## config.mk

```make
export PLATFORM = sky130hd
export DESIGN_NAME = lru_key_value_cache_core
export DESIGN_NICKNAME = d
export VERILOG_FILES = /design/src/lkv_pkg.sv /design/src/lru_key_value_cache_core.sv /design/src/lkv_ram.sv
export SDC_FILE = /design/constraint.sdc
export NUM_CORES = 1
export LEC_CHECK = 0
export BUFFER_PORTS_ARGS = -buffer_cell sky130_fd_sc_hd__buf_2
export CAP_MARGIN = 20
export CORE_ASPECT_RATIO = 0.9
export CORE_MARGIN = 2
export CORE_UTILIZATION = 30
export CTS_CLUSTER_DIAMETER = 150
export DETAILED_ROUTE_END_ITERATION = 7
export PLACE_DENSITY = 0.51
export SYNTH_ARGS = -nofsm -noshare
export SYNTH_HDL_FRONTEND = slang
export SYNTH_SLANG_ARGS = --single-unit
```

## constraint.sdc

```tcl
create_clock -name aclk -period 7.7 [get_ports aclk]
set_clock_uncertainty 0.1 [all_clocks]
set_input_delay 0.385 -clock aclk [delete_from_list [all_inputs] [get_ports aclk]]
set_output_delay 0.385 -clock aclk [all_outputs]
set_load 0.01 [all_outputs]
```

## src/lkv_pkg.sv

```systemverilog
package lkv_pkg;

    localparam int ENTRIES_DEF    = 16;
    localparam int KEY_BITS_DEF   = 32;
    localparam int VALUE_BITS_DEF = 32;

    localparam int IN_KEY_BITS    = 32;
    localparam int IN_VALUE_BITS  = 32;

    localparam int PADDR_BITS     = 3;
    localparam int PDATA_BITS     = 32;
    localparam int CAP_BITS       = 5;

    localparam logic [CAP_BITS-1:0] CAP_RESET = 5'd16;

    // word index of the capacity register (paddr[2])
    localparam logic REG_CAPACITY = 1'b0;

    localparam logic MODE_GET = 1'b0;
    localparam logic MODE_PUT = 1'b1;

    typedef struct packed {
        logic                            mode;
        logic        [IN_KEY_BITS-1:0]   lookup_key;
        logic signed [IN_VALUE_BITS-1:0] write_value;
    } in_t;

    typedef struct packed {
        logic                            found;
        logic signed [IN_VALUE_BITS-1:0] read_value;
        logic                            evicted;
    } out_t;

endpackage

```

## src/lru_key_value_cache_core.sv

```systemverilog
// Each input beat scans the key/rank RAMs one entry per cycle; for a hit or a put a
// second rank RAM pass then ages entries, which a get miss skips. The result then
// waits for the result register to drain. One item is taken at a time: s_ready stays
// low from an input beat until its result is loaded into the result register.
// Reset (aresetn low, synchronous): valid bits and occupancy clear at once,
// no clearing pass; capacity returns to 16; key/value/rank RAMs keep content.
module lru_key_value_cache_core
    import lkv_pkg::*;
#(
    parameter int ENTRIES    = ENTRIES_DEF,
    parameter int KEY_BITS   = KEY_BITS_DEF,
    parameter int VALUE_BITS = VALUE_BITS_DEF
) (
    input  logic                  aclk,
    input  logic                  aresetn,
    input  logic                  s_valid,
    output logic                  s_ready,
    input  in_t                   s_data,
    output logic                  m_valid,
    input  logic                  m_ready,
    output out_t                  m_data,
    input  logic                  psel,
    input  logic                  penable,
    input  logic                  pwrite,
    input  logic [PADDR_BITS-1:0] paddr,
    input  logic [PDATA_BITS-1:0] pwdata,
    output logic [PDATA_BITS-1:0] prdata,
    output logic                  pready
);

    localparam int IW   = (ENTRIES > 1) ? $clog2(ENTRIES) : 1;
    localparam int CW   = $clog2(ENTRIES + 1);
    localparam int CAPW = (CW > CAP_BITS) ? CW : CAP_BITS;
    localparam logic [IW-1:0] LAST_IDX = IW'(ENTRIES - 1);

    localparam logic [2:0] ST_IDLE     = 3'd0;
    localparam logic [2:0] ST_SCAN     = 3'd1;
    localparam logic [2:0] ST_SCAN_END = 3'd2;
    localparam logic [2:0] ST_DECIDE   = 3'd3;
    localparam logic [2:0] ST_PROM     = 3'd4;
    localparam logic [2:0] ST_PROM_END = 3'd5;
    localparam logic [2:0] ST_RANK0    = 3'd6;
    localparam logic [2:0] ST_DONE     = 3'd7;

    logic [2:0]            state_reg, state_next;
    logic [IW-1:0]         rd_idx_reg, rd_idx_next;
    logic                  pipe_valid_reg, pipe_valid_next;
    logic [IW-1:0]         pipe_idx_reg, pipe_idx_next;
    logic [ENTRIES-1:0]    valid_reg, valid_next;
    logic [CW-1:0]         occ_reg, occ_next;
    logic [CAP_BITS-1:0]   cap_reg, cap_next;
    logic                  m_valid_reg, m_valid_next;
    out_t                  m_data_reg, m_data_next;

    logic                  mode_reg, mode_next;
    logic [KEY_BITS-1:0]   key_reg, key_next;
    logic [VALUE_BITS-1:0] val_reg, val_next;
    logic                  hit_found_reg, hit_found_next;
    logic [IW-1:0]         hit_idx_reg, hit_idx_next;
    logic [IW-1:0]         hit_rank_reg, hit_rank_next;
    logic                  free_found_reg, free_found_next;
    logic [IW-1:0]         free_idx_reg, free_idx_next;
    logic                  any_reg, any_next;
    logic [IW-1:0]         worst_idx_reg, worst_idx_next;
    logic [IW-1:0]         worst_rank_reg, worst_rank_next;
    logic [IW-1:0]         slot_reg, slot_next;
    logic [CW-1:0]         old_rank_reg, old_rank_next;
    logic                  found_reg, found_next;
    logic                  evicted_reg, evicted_next;
    logic                  rv_pending_reg, rv_pending_next;
    logic [IN_VALUE_BITS-1:0] rv_reg, rv_next;

    logic [KEY_BITS-1:0]      key_in;
    logic [VALUE_BITS-1:0]    val_in;
    logic [IN_VALUE_BITS-1:0] rv_ext;

    logic [KEY_BITS-1:0]   key_rdata;
    logic [VALUE_BITS-1:0] val_rdata;
    logic [IW-1:0]         rank_rdata;

    logic                  key_we, val_we, rank_we;
    logic [IW-1:0]         rank_waddr, rank_wdata, dec_slot;
    logic [CAPW-1:0]       cap_eff;
    logic                  cfg_we;
    logic                  accept;

    for (genvar b = 0; b < KEY_BITS; b++) begin : g_key
        if (b < IN_KEY_BITS) begin : g_in
            assign key_in[b] = s_data.lookup_key[b];
        end else begin : g_zero
            assign key_in[b] = 1'b0;
        end
    end

    for (genvar b = 0; b < VALUE_BITS; b++) begin : g_val
        if (b < IN_VALUE_BITS) begin : g_in
            assign val_in[b] = s_data.write_value[b];
        end else begin : g_zero
            assign val_in[b] = 1'b0;
        end
    end

    for (genvar b = 0; b < IN_VALUE_BITS; b++) begin : g_rv
        if (b < VALUE_BITS) begin : g_bit
            assign rv_ext[b] = val_rdata[b];
        end else begin : g_sign
            assign rv_ext[b] = val_rdata[VALUE_BITS-1];
        end
    end

    always_comb begin
        if (cap_reg == '0) begin
            cap_eff = CAPW'(1);
        end else if (CAPW'(cap_reg) > CAPW'(ENTRIES)) begin
            cap_eff = CAPW'(ENTRIES);
        end else begin
            cap_eff = CAPW'(cap_reg);
        end
    end

    assign cfg_we  = psel && penable && pwrite && (paddr[2] == REG_CAPACITY);
    assign pready  = 1'b1;
    assign prdata  = (paddr[2] == REG_CAPACITY) ? PDATA_BITS'(cap_reg) : '0;
    assign s_ready = (state_reg == ST_IDLE);
    assign accept  = s_valid && s_ready;
    assign m_valid = m_valid_reg;
    assign m_data  = m_data_reg;

    always_comb begin
        if (hit_found_reg) begin
            dec_slot = hit_idx_reg;
        end else if (free_found_reg && (CAPW'(occ_reg) < cap_eff)) begin
            dec_slot = free_idx_reg;
        end else begin
            dec_slot = worst_idx_reg;
        end
    end

    assign key_we = (state_reg == ST_DECIDE) && (mode_reg == MODE_PUT) && !hit_found_reg;
    assign val_we = (state_reg == ST_DECIDE) && (mode_reg == MODE_PUT);

    always_comb begin
        rank_we    = 1'b0;
        rank_waddr = pipe_idx_reg;
        rank_wdata = rank_rdata + 1'b1;
        if ((state_reg == ST_PROM || state_reg == ST_PROM_END) && pipe_valid_reg
            && valid_reg[pipe_idx_reg] && (pipe_idx_reg != slot_reg)
            && (CW'(rank_rdata) < old_rank_reg)) begin
            rank_we = 1'b1;
        end else if (state_reg == ST_RANK0) begin
            rank_we    = 1'b1;
            rank_waddr = slot_reg;
            rank_wdata = '0;
        end
    end

    always_comb begin
        state_next      = state_reg;
        rd_idx_next     = rd_idx_reg;
        pipe_valid_next = (state_reg == ST_SCAN) || (state_reg == ST_PROM);
        pipe_idx_next   = rd_idx_reg;
        valid_next      = valid_reg;
        occ_next        = occ_reg;
        cap_next        = cfg_we ? pwdata[CAP_BITS-1:0] : cap_reg;
        m_valid_next    = m_valid_reg && !m_ready;
        m_data_next     = m_data_reg;
        mode_next       = mode_reg;
        key_next        = key_reg;
        val_next        = val_reg;
        hit_found_next  = hit_found_reg;
        hit_idx_next    = hit_idx_reg;
        hit_rank_next   = hit_rank_reg;
        free_found_next = free_found_reg;
        free_idx_next   = free_idx_reg;
        any_next        = any_reg;
        worst_idx_next  = worst_idx_reg;
        worst_rank_next = worst_rank_reg;
        slot_next       = slot_reg;
        old_rank_next   = old_rank_reg;
        found_next      = found_reg;
        evicted_next    = evicted_reg;
        rv_pending_next = 1'b0;
        rv_next         = rv_pending_reg ? rv_ext : rv_reg;

        // compare stage of the key scan
        if ((state_reg == ST_SCAN || state_reg == ST_SCAN_END) && pipe_valid_reg) begin
            if (valid_reg[pipe_idx_reg] && (key_rdata == key_reg) && !hit_found_reg) begin
                hit_found_next = 1'b1;
                hit_idx_next   = pipe_idx_reg;
                hit_rank_next  = rank_rdata;
            end
            if (!valid_reg[pipe_idx_reg] && !free_found_reg) begin
                free_found_next = 1'b1;
                free_idx_next   = pipe_idx_reg;
            end
            if (valid_reg[pipe_idx_reg] && (!any_reg || (rank_rdata > worst_rank_reg))) begin
                any_next        = 1'b1;
                worst_idx_next  = pipe_idx_reg;
                worst_rank_next = rank_rdata;
            end
        end

        case (state_reg)
            ST_IDLE: begin
                if (accept) begin
                    mode_next       = s_data.mode;
                    key_next        = key_in;
                    val_next        = val_in;
                    hit_found_next  = 1'b0;
                    free_found_next = 1'b0;
                    any_next        = 1'b0;
                    found_next      = 1'b0;
                    evicted_next    = 1'b0;
                    rv_next         = '0;
                    rd_idx_next     = '0;
                    state_next      = ST_SCAN;
                end
            end
            ST_SCAN, ST_PROM: begin
                if (rd_idx_reg == LAST_IDX) begin
                    rd_idx_next = '0;
                    state_next  = (state_reg == ST_SCAN) ? ST_SCAN_END : ST_PROM_END;
                end else begin
                    rd_idx_next = rd_idx_reg + 1'b1;
                end
            end
            ST_SCAN_END: begin
                state_next = ST_DECIDE;
            end
            ST_DECIDE: begin
                slot_next  = dec_slot;
                state_next = ST_PROM;
                if (hit_found_reg) begin
                    found_next      = 1'b1;
                    old_rank_next   = CW'(hit_rank_reg);
                    rv_pending_next = (mode_reg == MODE_GET);
                end else if (mode_reg == MODE_GET) begin
                    state_next = ST_DONE;
                end else if (free_found_reg && (CAPW'(occ_reg) < cap_eff)) begin
                    valid_next[free_idx_reg] = 1'b1;
                    occ_next      = occ_reg + 1'b1;
                    old_rank_next = occ_reg + 1'b1;
                end else begin
                    evicted_next  = 1'b1;
                    old_rank_next = CW'(worst_rank_reg);
                end
            end
            ST_PROM_END: begin
                state_next = ST_RANK0;
            end
            ST_RANK0: begin
                state_next = ST_DONE;
            end
            ST_DONE: begin
                if (!m_valid_reg || m_ready) begin
                    m_valid_next           = 1'b1;
                    m_data_next.found      = found_reg;
                    m_data_next.read_value = rv_reg;
                    m_data_next.evicted    = evicted_reg;
                    state_next             = ST_IDLE;
                end
            end
            default: begin
                state_next = ST_IDLE;
            end
        endcase
    end

    always_ff @(posedge aclk) begin
        if (!aresetn) begin
            state_reg      <= ST_IDLE;
            pipe_valid_reg <= 1'b0;
            valid_reg      <= '0;
            occ_reg        <= '0;
            cap_reg        <= CAP_RESET;
            m_valid_reg    <= 1'b0;
            rv_pending_reg <= 1'b0;
        end else begin
            state_reg      <= state_next;
            pipe_valid_reg <= pipe_valid_next;
            valid_reg      <= valid_next;
            occ_reg        <= occ_next;
            cap_reg        <= cap_next;
            m_valid_reg    <= m_valid_next;
            rv_pending_reg <= rv_pending_next;
        end
    end

    always_ff @(posedge aclk) begin
        rd_idx_reg     <= rd_idx_next;
        pipe_idx_reg   <= pipe_idx_next;
        m_data_reg     <= m_data_next;
        mode_reg       <= mode_next;
        key_reg        <= key_next;
        val_reg        <= val_next;
        hit_found_reg  <= hit_found_next;
        hit_idx_reg    <= hit_idx_next;
        hit_rank_reg   <= hit_rank_next;
        free_found_reg <= free_found_next;
        free_idx_reg   <= free_idx_next;
        any_reg        <= any_next;
        worst_idx_reg  <= worst_idx_next;
        worst_rank_reg <= worst_rank_next;
        slot_reg       <= slot_next;
        old_rank_reg   <= old_rank_next;
        found_reg      <= found_next;
        evicted_reg    <= evicted_next;
        rv_reg         <= rv_next;
    end

    lkv_ram #(.WIDTH(KEY_BITS), .DEPTH(ENTRIES)) u_key_ram (
        .aclk  (aclk),
        .we    (key_we),
        .waddr (dec_slot),
        .wdata (key_reg),
        .raddr (rd_idx_reg),
        .rdata (key_rdata)
    );

    lkv_ram #(.WIDTH(VALUE_BITS), .DEPTH(ENTRIES)) u_val_ram (
        .aclk  (aclk),
        .we    (val_we),
        .waddr (dec_slot),
        .wdata (val_reg),
        .raddr (hit_idx_reg),
        .rdata (val_rdata)
    );

    lkv_ram #(.WIDTH(IW), .DEPTH(ENTRIES)) u_rank_ram (
        .aclk  (aclk),
        .we    (rank_we),
        .waddr (rank_waddr),
        .wdata (rank_wdata),
        .raddr (rd_idx_reg),
        .rdata (rank_rdata)
    );

endmodule

```

## src/lkv_ram.sv

```systemverilog
module lkv_ram
    import lkv_pkg::*;
#(
    parameter int WIDTH = 32,
    parameter int DEPTH = 16
) (
    input  logic                                 aclk,
    input  logic                                 we,
    input  logic [(DEPTH > 1 ? $clog2(DEPTH) : 1)-1:0] waddr,
    input  logic [WIDTH-1:0]                     wdata,
    input  logic [(DEPTH > 1 ? $clog2(DEPTH) : 1)-1:0] raddr,
    output logic [WIDTH-1:0]                     rdata
);

    logic [WIDTH-1:0] mem [DEPTH];

    always_ff @(posedge aclk) begin
        if (we) begin
            mem[waddr] <= wdata;
        end
        rdata <= mem[raddr];
    end

endmodule

```

==> results by stage <==
Floorplanning:
- The chip height is 395 um.
- In this run the count of I/O pins placed on the die edge is 176.
- The horizontal die dimension is 438 um.
- For this configuration, the core starts out at a cell density of 0.302.
- The core area is 169,000 um^2.
- The floorplan row count is 143.
- The die area is 173,000 um^2.

Worst hold path:
- The min-delay analysis places its worst path in the category input pin to flop.

Clocking:
- The post-CTS clock slew at the launch and capture registers of the worst setup and hold paths is 0.06 ns.
- The clock passes through at most 3 buffers.
- For the worst-skew pair, the clock arrives at the later sink with an insertion delay of 0.76 ns.
- The H-tree was split into 4 levels.
- The clock tree from TritonCTS is yes.
- The CTS buffer count is 144.
- The cell chosen for the clock root is sky130_fd_sc_hd__clkbuf_16.
- The clock drives 1,361 sinks.
- The number of buffers inserted by post-CTS setup repair is 0.

Final layout:
- The number of antenna diodes in the final layout is 0.
- Once layout is done, the placed cells without fillers occupy 60,000 um^2.
- The share of cells above drive strength 1 is 0.285.
- Relative to the synthesized area, the layout overhead comes to 17.7%.
- The final net count is 2,685.
- The layout has 15,400 filler cells.
- In the final layout, the registers with the most flip-flops are u_key_ram.mem (512), u_val_ram.mem (512), u_rank_ram.mem (64).

STA:
- The number of max-slew violations in the final report is 0.
- The count of final setup violators is 0.
- The worst pin sits at a relative slew slack of 0.248.
- The setup total negative slack is 0 ns.
- Setup repair after global routing left no endpoint under its margin.
- At the pin with the least slew margin, the transition time is 1.12 ns.
- Dividing the final minimum period by the clock period gives 0.559.
- The smallest setup slack after layout is 3.39 ns.
- The maximum clock rate is 232 MHz.
- The total count of hold-check failures in the final report came to 0.
- After layout, the minimum clock period comes to 4.31 ns.

Synthesis:
- After synthesis the cells add up to 50,900 um^2.
- The share of flip-flops with an asynchronous set or reset is 0.
- The portion of the post-synthesis area used by sequential elements is 0.775.
- Sorting the synthesized cells by area gives the leading types as sky130_fd_sc_hd__edfxtp_1 72%, sky130_fd_sc_hd__mux4_2 15%, sky130_fd_sc_hd__dfxtp_1 5.5%, sky130_fd_sc_hd__mux2i_1 0.90%, sky130_fd_sc_hd__xor2_1 0.62%.
- The post-synthesis cell type count is 65.
- Of the post-synthesis cell area, the dominant cell type holds 0.720.
- The number of warning messages in the yosys log is 0.
- Dividing the synthesized area by the synthesized cell count gives 22.3 um^2.
- The largest area contributor in the netlist is sky130_fd_sc_hd__edfxtp_1.
- In the synthesized netlist the dominant register cell turns out to be sky130_fd_sc_hd__edfxtp_1.
- The number of synthesized flops with an enable pin is 1,222.
- Synthesis inferred 1,361 register bits.
- After technology mapping, the gate count stands at 2,287.

Route:
- The final routed wirelength across all metal layers is 113 mm.
- The via-per-instance ratio is 4.71.
- The count of nets left with antenna violations once routing finished came out at 0.
- The number of remaining DRC errors is 0.
- For this run, the detailed router's first-pass iteration total came to 5.
- For this block, the via count after detailed routing is 23,200.
- In the final routed layout, each cell accounts on average for 22.9 um.
- In this run, the number of DRC markers left after iteration 0 of detailed routing was 1,806.

Setup path:
- The critical path class is flop to flop.
- The endpoint arrival time on the critical path is 4.56 ns.
- In this run the worst path has a maximum fanout of 32.
- The type of element capturing the critical path is a flop.
- STA classifies the critical path startpoint as a flop.
- Data on the critical path is required at its endpoint by 7.96 ns.
- The worst register-to-register path has a setup slack of 3.39 ns.

Global route:
- The largest net degree at the start of global routing is 148.
- The initial antenna violation count was 2.
- The overall track demand over capacity in global routing is 0.130.
- The number of global-route vias before repair came to 24,900.
- The global-route congestion overflow total is 0.
- The first global-routing pass estimated 165 mm of wire.

Placement:
- The global placement routability congestion is 0.734.
- Detailed placement ended at an HPWL of 56.7 mm.
- The post-place setup slack is 3.38 ns.
- Once placement finished, the instance area stood at 54,400 um^2.
- Input and output buffers added on the ports amount to 118.

Power:
- The power consumption is 0.0184 W.
- The ratio of total power to cell area is 307 nW/um^2.
- Across the VDD grid, the largest voltage drop is 0.000250 V.
- The standby leakage power is 18.8 nW.

Run:
- The count of max-cap constraint violations is 0.

Run status:
- The run finished with clean final reports.
report_power, final:
| part | internal [W] | switching [W] | total, W | leakage (nW) |
|---|---|---|---|---|
| Sequential | 0.00875 | 0.000473 | 0.00923 | 12.2 |
| Clock | 0.00395 | 0.00283 | 0.00679 | 2.29 |
| Combinational | 0.00111 | 0.00130 | 0.00241 | 4.33 |
| Total | 0.0138 | 0.00461 | 0.0184 | 18.8 |
Yosys cell counts, types with 14 or more instances:
library cell,instances
sky130_fd_sc_hd__o21a_1,23
sky130_fd_sc_hd__inv_1,16
sky130_fd_sc_hd__edfxtp_1,1222
sky130_fd_sc_hd__dfxtp_1,139
sky130_fd_sc_hd__nor4_1,31
sky130_fd_sc_hd__buf_1,31
sky130_fd_sc_hd__nor3_1,17
sky130_fd_sc_hd__ha_1,14
sky130_fd_sc_hd__xor2_1,36
sky130_fd_sc_hd__nand3_1,14
sky130_fd_sc_hd__nor4_2,16
sky130_fd_sc_hd__nand2_1,29
sky130_fd_sc_hd__nor2_1,47
sky130_fd_sc_hd__mux2i_1,46
sky130_fd_sc_hd__a21oi_1,20
sky130_fd_sc_hd__clkbuf_1,67
sky130_fd_sc_hd__mux4_2,342
sky130_fd_sc_hd__o21ai_0,21
sky130_fd_sc_hd__nor2b_1,16
sky130_fd_sc_hd__buf_4,31
placed cells by master, fill, tap and decap left out, types with 6 or more instances in the layout:
cell type and count:
sky130_fd_sc_hd__xor2_1 36, sky130_fd_sc_hd__edfxtp_1 1222, sky130_fd_sc_hd__buf_2 119, sky130_fd_sc_hd__a21oi_1 20, sky130_fd_sc_hd__nor2b_1 15, sky130_fd_sc_hd__nor4_1 15, sky130_fd_sc_hd__ha_1 14, sky130_fd_sc_hd__nor4_2 16
sky130_fd_sc_hd__inv_1 16, sky130_fd_sc_hd__nand2b_1 10, sky130_fd_sc_hd__clkbuf_1 43, sky130_fd_sc_hd__clkbuf_16 145, sky130_fd_sc_hd__o21ai_0 21, sky130_fd_sc_hd__mux2i_1 46, sky130_fd_sc_hd__clkinv_1 21, sky130_fd_sc_hd__o21a_1 23
sky130_fd_sc_hd__buf_4 45, sky130_fd_sc_hd__mux4_2 342, sky130_fd_sc_hd__dfxtp_1 138, sky130_fd_sc_hd__inv_6 6, sky130_fd_sc_hd__xnor2_1 10, sky130_fd_sc_hd__clkbuf_8 14, sky130_fd_sc_hd__nor4_4 16, sky130_fd_sc_hd__nand3_1 14
sky130_fd_sc_hd__dlygate4sd3_1 76, sky130_fd_sc_hd__nand2_1 29, sky130_fd_sc_hd__nor3_1 17, sky130_fd_sc_hd__conb_1 28, sky130_fd_sc_hd__nor2_1 47, sky130_fd_sc_hd__clkinv_2 18, sky130_fd_sc_hd__bufinv_16 9
logic make-up after synthesis:
logic type / share of synthesized area
multiplexers: 0.161
adder cells (fa/ha/maj): 0.00344
buffers and inverters: 0.0152
AO/OA/AOI/OAI: 0.0132
AND/OR/NAND/NOR: 0.0245
other: 0.000147
XOR/XNOR: 0.00791
flip-flops: 0.775
final timing paths:
kind / end / cells past startpoint / startpoint
worst min register to register: m_data[28] / 0 / rv_reg[27]
worst max register to register: u_key_ram.mem[11][31] / 11 / cap_reg[4]
worst min-delay path: m_valid / 3 / m_ready
worst max-delay path: u_key_ram.mem[11][31] / 11 / cap_reg[4]
per-layer routing:
layer | track usage | part of all wire | vias up
li1 | - | - | 10100
met2 | 0.226 | 0.52 | 530
met5 | 0 | 0.00012 | -
met3 | 0.0215 | 0.040 | 168
met1 | 0.163 | 0.42 | 12500
met4 | 0.0431 | 0.024 | 2
cell type report:
class / instances / area (um^2) / area share
flip-flops and latches: 1361 / 39500 / 0.658
well taps: 2247 / 2810 / 0.0469
inverters: 20 / 82.6 / 0.00138
clock buffers: 202 / 3980 / 0.0664
repair buffers: 248 / 1840 / 0.0307
multi-input cells: 789 / 11100 / 0.184
clock inverters: 65 / 728 / 0.0121
worst max-delay path, stage by stage, from the launching register on:
cell and delay [ns]:
sky130_fd_sc_hd__dfxtp_1 0.32, sky130_fd_sc_hd__inv_1 0.18, sky130_fd_sc_hd__nand2_1 0.08, sky130_fd_sc_hd__ha_1 0.31, sky130_fd_sc_hd__a21oi_1 0.21, sky130_fd_sc_hd__o2111ai_1 0.43
sky130_fd_sc_hd__o21ai_0 0.29, sky130_fd_sc_hd__and3_1 0.23, sky130_fd_sc_hd__buf_4 0.37, sky130_fd_sc_hd__inv_2 0.35, sky130_fd_sc_hd__nor4_2 0.35, sky130_fd_sc_hd__buf_4 0.61
stage by stage:
step,utilization,hold WS (ns),instances
2_1_floorplan,-,0.268,2313
3_3_place_gp,0.323,0.314,4583
3_5_place_dp,0.323,0.316,4585
4_1_cts,0.355,0.0126,4928
5_1_grt,0.355,0.0507,4932
6_report,0.355,0.0295,4932
timing repair:
action,CTS,global route
hold endpoints to repair,91,0
setup endpoints to repair,0,0
hold buffers,76,0
resized for setup,0,0
Note: power is estimated with default switching activity, not from simulation.
